`config.mk`:
```
export PLATFORM = sky130hd
export DESIGN_NAME = tlp_merge
export DESIGN_NICKNAME = d
export VERILOG_FILES = /design/src/hw/rtl/three_axis_second_order_lowpass_core_defines.svh /design/src/hw/rtl/tlp_pkg.sv /design/src/hw/rtl/tlp_merge.sv
export SDC_FILE = /design/constraint.sdc
export NUM_CORES = 1
export LEC_CHECK = 0
export ABC_AREA = 1
export ABC_CLOCK_PERIOD_IN_PS = 800
export BUFFER_PORTS_ARGS = -buffer_cell sky130_fd_sc_hd__buf_2
export CORE_UTILIZATION = 25
export DETAILED_ROUTE_END_ITERATION = 6
export PLACE_DENSITY = 0.51
export REMOVE_ABC_BUFFERS = 1
export SETUP_SLACK_MARGIN = 0.15
export SYNTH_ARGS = -nofsm -noshare
export SYNTH_HDL_FRONTEND = slang
export SYNTH_SLANG_ARGS = --single-unit
```
`constraint.sdc`:
```
create_clock -name clock -period 0.8 [get_ports clock]
set_input_delay 0.16 -clock clock [delete_from_list [all_inputs] [get_ports clock]]
set_output_delay 0.16 -clock clock [all_outputs]
set_load 0.02 [all_outputs]
```
`src/hw/rtl/three_axis_second_order_lowpass_core_defines.svh`:
```
// Assertion macros shared by the low-pass filter RTL.
// Depends on nothing; included by the modules that carry assertions.
`ifndef THREE_AXIS_SECOND_ORDER_LOWPASS_CORE_DEFINES_SVH
`define THREE_AXIS_SECOND_ORDER_LOWPASS_CORE_DEFINES_SVH

// Antecedent and consequent checked at the same clock edge.
`define TLP_ASSERT_SAME(label, clk, rst, ante, cons) \
   label: assert property (@(posedge clk) disable iff (rst) (ante) |-> (cons)) \
      else $error("same-cycle check failed");

// Consequent checked at the clock edge after the antecedent.
`define TLP_ASSERT_NEXT(label, clk, rst, ante, cons) \
   label: assert property (@(posedge clk) disable iff (rst) (ante) |=> (cons)) \
      else $error("next-cycle check failed");

`endif

```
`src/hw/rtl/tlp_pkg.sv`:
```
// Package for the three-axis second-order low-pass filter.
// Holds widths, reset values, register codes and the coefficient type; depends on nothing.
package tlp_pkg;

   localparam int AXES               = 3;
   localparam int COEF_W             = 32;
   localparam int HIST_W             = 32;
   localparam int DEF_SAMPLE_WIDTH   = 16;
   localparam int DEF_COEF_FRAC_BITS = 30;
   localparam int CSR_ADDR_W         = 4;
   localparam int CSR_DATA_W         = 32;

   localparam logic signed [COEF_W-1:0] RST_FB_ONE = 32'sd2071735499;
   localparam logic signed [COEF_W-1:0] RST_FB_TWO = -32'sd1000494912;
   localparam logic signed [COEF_W-1:0] RST_GAIN   = 32'sd2501237;

   typedef enum logic [1:0] {
      REG_FB_ONE = 2'd0,
      REG_FB_TWO = 2'd1,
      REG_GAIN   = 2'd2
   } reg_index_type;

   typedef struct packed {
      logic signed [COEF_W-1:0] fb_one;
      logic signed [COEF_W-1:0] fb_two;
      logic signed [COEF_W-1:0] gain;
   } coef_type;

endpackage

```
`src/hw/rtl/tlp_merge.sv`:
```
// Output stage: registers the lane outputs, merges the lane clip flags and holds
// the result beat while the receiver stalls. Depends on tlp_pkg.
module tlp_merge import tlp_pkg::*; #(
   parameter int SAMPLE_WIDTH = DEF_SAMPLE_WIDTH
) (
   input  logic                           clock,
   input  logic                           reset,
   input  logic                           load,
   input  logic signed [SAMPLE_WIDTH-1:0] lane_value [AXES],
   input  logic [AXES-1:0]                lane_clip,
   input  logic                           rsp_stall,
   output logic                           rsp_valid,
   output logic signed [SAMPLE_WIDTH-1:0] value [AXES],
   output logic                           saturated,
   output logic                           free
);

   logic                           valid_ff, valid_in;
   logic signed [SAMPLE_WIDTH-1:0] value_ff [AXES];
   logic                           sat_ff, sat_in;

   assign free      = !valid_ff || !rsp_stall;
   assign valid_in  = load || (valid_ff && rsp_stall);
   assign sat_in    = |lane_clip;
   assign rsp_valid = valid_ff;
   assign value     = value_ff;
   assign saturated = sat_ff;

   always_ff @(posedge clock) begin
      if (reset) begin
         valid_ff <= 1'b0;
      end else begin
         valid_ff <= valid_in;
      end
   end

   always_ff @(posedge clock) begin
      if (load) begin
         value_ff <= lane_value;
         sat_ff   <= sat_in;
      end
   end

endmodule

```
After elaboration in Yosys (flattened, before gate mapping)
Cells that the tools add are included.

Bits in registers: 50. Input port bits: 55. Output and inout bits: 51. Logic and storage cells: 11.

Reductions and logical operators: 6.

Operators with widths (count): OR reduction 3 bit (1); zero test 1 bit (2); logical OR 1 bit (2); logical AND 1 bit (1).

Longest topological paths before layout
Depth in word-level cells: 2. Depth in mapped cells: 2. Mapped depth without buffers: 2.

Least setup slack after synthesis
OpenSTA, ideal clock, no wires.

Path kind: register to register. From: register valid_ff (netlist: rsp_valid). To: register valid_ff (netlist: rsp_valid). Setup time: 66 ps. Arrival time: 706 ps. Required time: 734 ps. Setup slack: 28 ps. Stages on the path, launching flop included: 3. Buffers on the path: 0. Clock period less this slack: 772 ps. Cell sequence: dfxtp_1 -> nand2_2 -> a21oi_2.

Cells in the longest elaborated chain, start to end: 2.

Ends and longest elaborated chain: start: declaration (line tlp_merge.sv:18) `logic valid_ff, valid_in;`; start signal: assignment (line tlp_merge.sv:33) `valid_ff <= valid_in;`; logical AND 1 bit (line tlp_merge.sv:23) `assign valid_in = load || (valid_ff && rsp_stall);`; logical OR 1 bit (line tlp_merge.sv:23).

Every way passes these cells. A chain may end at the register's enable or synchronous reset.

Final worst setup path
From: register value_ff (netlist bit value[34]). To: output value[34] (netlist bit).

RTL lines: start: declaration (line tlp_merge.sv:19) `logic signed [SAMPLE_WIDTH-1:0] value_ff [AXES];`; start signal: assignment (line tlp_merge.sv:39) `value_ff <= lane_value;`; end: declaration (line tlp_merge.sv:13) `output logic signed [SAMPLE_WIDTH-1:0] value [AXES],`.

No word-level cell between the ends.

==> results.ini <==
[flow_run]
maxCapViolations=0

[sta]
grt_setup_unrepaired=true
worst_pin_slew_ns=0.167
holdWs_ns=0.0153
fin_ws_ns=-0.219
min_period_ns=1.02
achievable-frequency_ghz=0.981
slew_headroom=0.889
report.final.slew_viol_count=0
fin_skew_ns=0
fin_crit_sh=1.27
finalHoldViolCount=0
setup_viol=51

[worst_hold_path]
hold_depth=2
hp-class=input port to register

[pwr]
irDropWorstVdd_mv=1.15
powerDensity_nw_per_um2=2180
p_leak_nw=1.07

[setup_path]
crit_type=register to primary output
crit_slowest_cell=edfxtp_1
worstPathMaxFanout=1
path_depth=1
crit_arrival_ns=0.86
crit_chain=buf_6
path_delay_family=flip-flops
required_ns=0.64
max_stage_delay_ns=0.41
ff2ff_path_depth=3
crit_buf_inv=1
cp-start-kind=register
end_kind=primary output

[logic_synthesis]
synth_cell_type_count=7
async_flop_share=0
yosysWarnings=0
avgSynthCellArea_um2=27.2
synth_area_leaders=edfxtp_1, dfxtp_1, a21oi_2, inv_1, nand2_2
synth_seq_cells=50
synth.most_common_cell=edfxtp_1
synth_edf_count=49
synth_top_area_cell=edfxtp_1
synth_commonest_cells=edfxtp_1, inv_1
synth_top_area_frac=0.967
synthCells=56
ys_seq_area_frac=0.980
synth_area_um2=1520
synth_ff_type=edfxtp_1

[run_status]
status=complete, but fails checks
violations=negative setup slack

[cells_and_area]
nFillCells=558
syn2layout_area_growth_pct=65.8
fin_nets=226
finalCoreUtilization=0.429
final_layout_size_suffix_gt1_frac=0.692
diodes=0

[place]
place.gp.congestion=0.698
port_buffers=105

[global_route]
grt_pass1_wl_um=4560
grt_util_all_layers=0.0995
antenna_found_initial=0
grt_max_degree=32
grt_pass1_vias=1023
grt_overflow_total=0

[drt]
drc_errors=0
num_vias=934
ant_nets=0
drt-wirelength-per-cell_um=12.3
viasPerCell=3.78
drt-total-wl_um=3040
drt_pre_antenna_iters=4
drt_iter0_markers=16

[die]
core-area_um2=5890
die_x_um=80.0
die_area_um2=6400
rows=28
initial_utilization=0.259
die_y_um=80.0
ios=106

[cts]
clkTransAtPathRegs_ns=0.09
cts_buffers=5
cts_tree=done
clk_path_buf_depth=2
cts-root-buf=clkbuf_8
clock_latency_ns=0.29
cts.sinks=50
cts_max_level=2

kinds of logic (layout without fill, tap and decap cells):
logic type,after synthesis,count (layout),synth area share
flip-flops,50,50,0.980
AND/OR/NAND/NOR,3,3,0.00904
buffers and inverters,2,118,0.00494
AO/OA/AOI/OAI,1,1,0.00576
flip-flops by register name, indices dropped and copies added (netlist names):
signal,cells
value,48
rsp_valid,1
saturated,1
cells in the final DEF, fill, tap and decap left out:
cell type,Yosys,layout
edfxtp_1,49,49
dfxtp_2,0,1
buf_6,0,38
nor2_1,1,1
buf_4,0,1
clkinvlp_4,0,1
nand2_2,1,1
clkbuf_8,0,6
buf_12,0,2
inv_1,2,2
clkinv_2,0,1
a21oi_2,1,1
nand2_1,1,1
buf_2,0,67
metrics by stage:
stage / instance area, µm² / setup WS [ns] / TNS, ns / power (mW) / std cells
2_1_floorplan: 1520 / 0.0282 / 0 / 3.50 / 56
3_3_place_gp: 2180 / -0.0155 / -0.407 / 3.87 / 238
3_5_place_dp: 2180 / -0.0321 / -0.910 / 3.88 / 238
4_1_cts: 2350 / -0.233 / -10.11 / 5.42 / 246
5_1_grt: 2520 / -0.277 / -11.64 / 5.73 / 247
6_report: 2520 / -0.219 / -9.41 / 5.51 / 247
report_power, final:
group	switching [mW]	internal (mW)
Sequential	0.0803	3.10
Clock	0.787	0.696
Combinational	0.426	0.418
Total	1.29	4.22
per-layer routing:
layer	GRT usage	wire length, µm
met1	0.0945	1000
met2	0.156	1470
met3	0.0720	511
met4	0.0571	52
met5	0	0
layout make-up:
type	instances	area [µm²]	area share
Sequential cell	50	1490	0.592
Timing Repair Buffer	108	811	0.321
Tap cell	75	93.8	0.0372
Clock buffer	6	82.6	0.0327
Multi-Input combinational cell	4	22.5	0.00893
Clock inverter	2	12.5	0.00496
Inverter	2	7.51	0.00298
worst paths after layout:
check             startpoint        end  slack (ns)
hold reg to reg    rsp_valid  rsp_valid        0.60
hold / removal         reset  rsp_valid        0.02
setup / recovery   value[34]  value[34]       -0.22
setup reg to reg   rsp_valid  rsp_valid        0.07
what timing repair did:
item | in CTS | in global routing
setup buffers | 0 | 1
pin swaps | 1 | 2
resized for setup | 25 | 53
setup endpoints to repair | 51 | 51
endpoints found under the hold margin | 1 | 1
No activity file was read; power rests on OpenSTA's default activity.
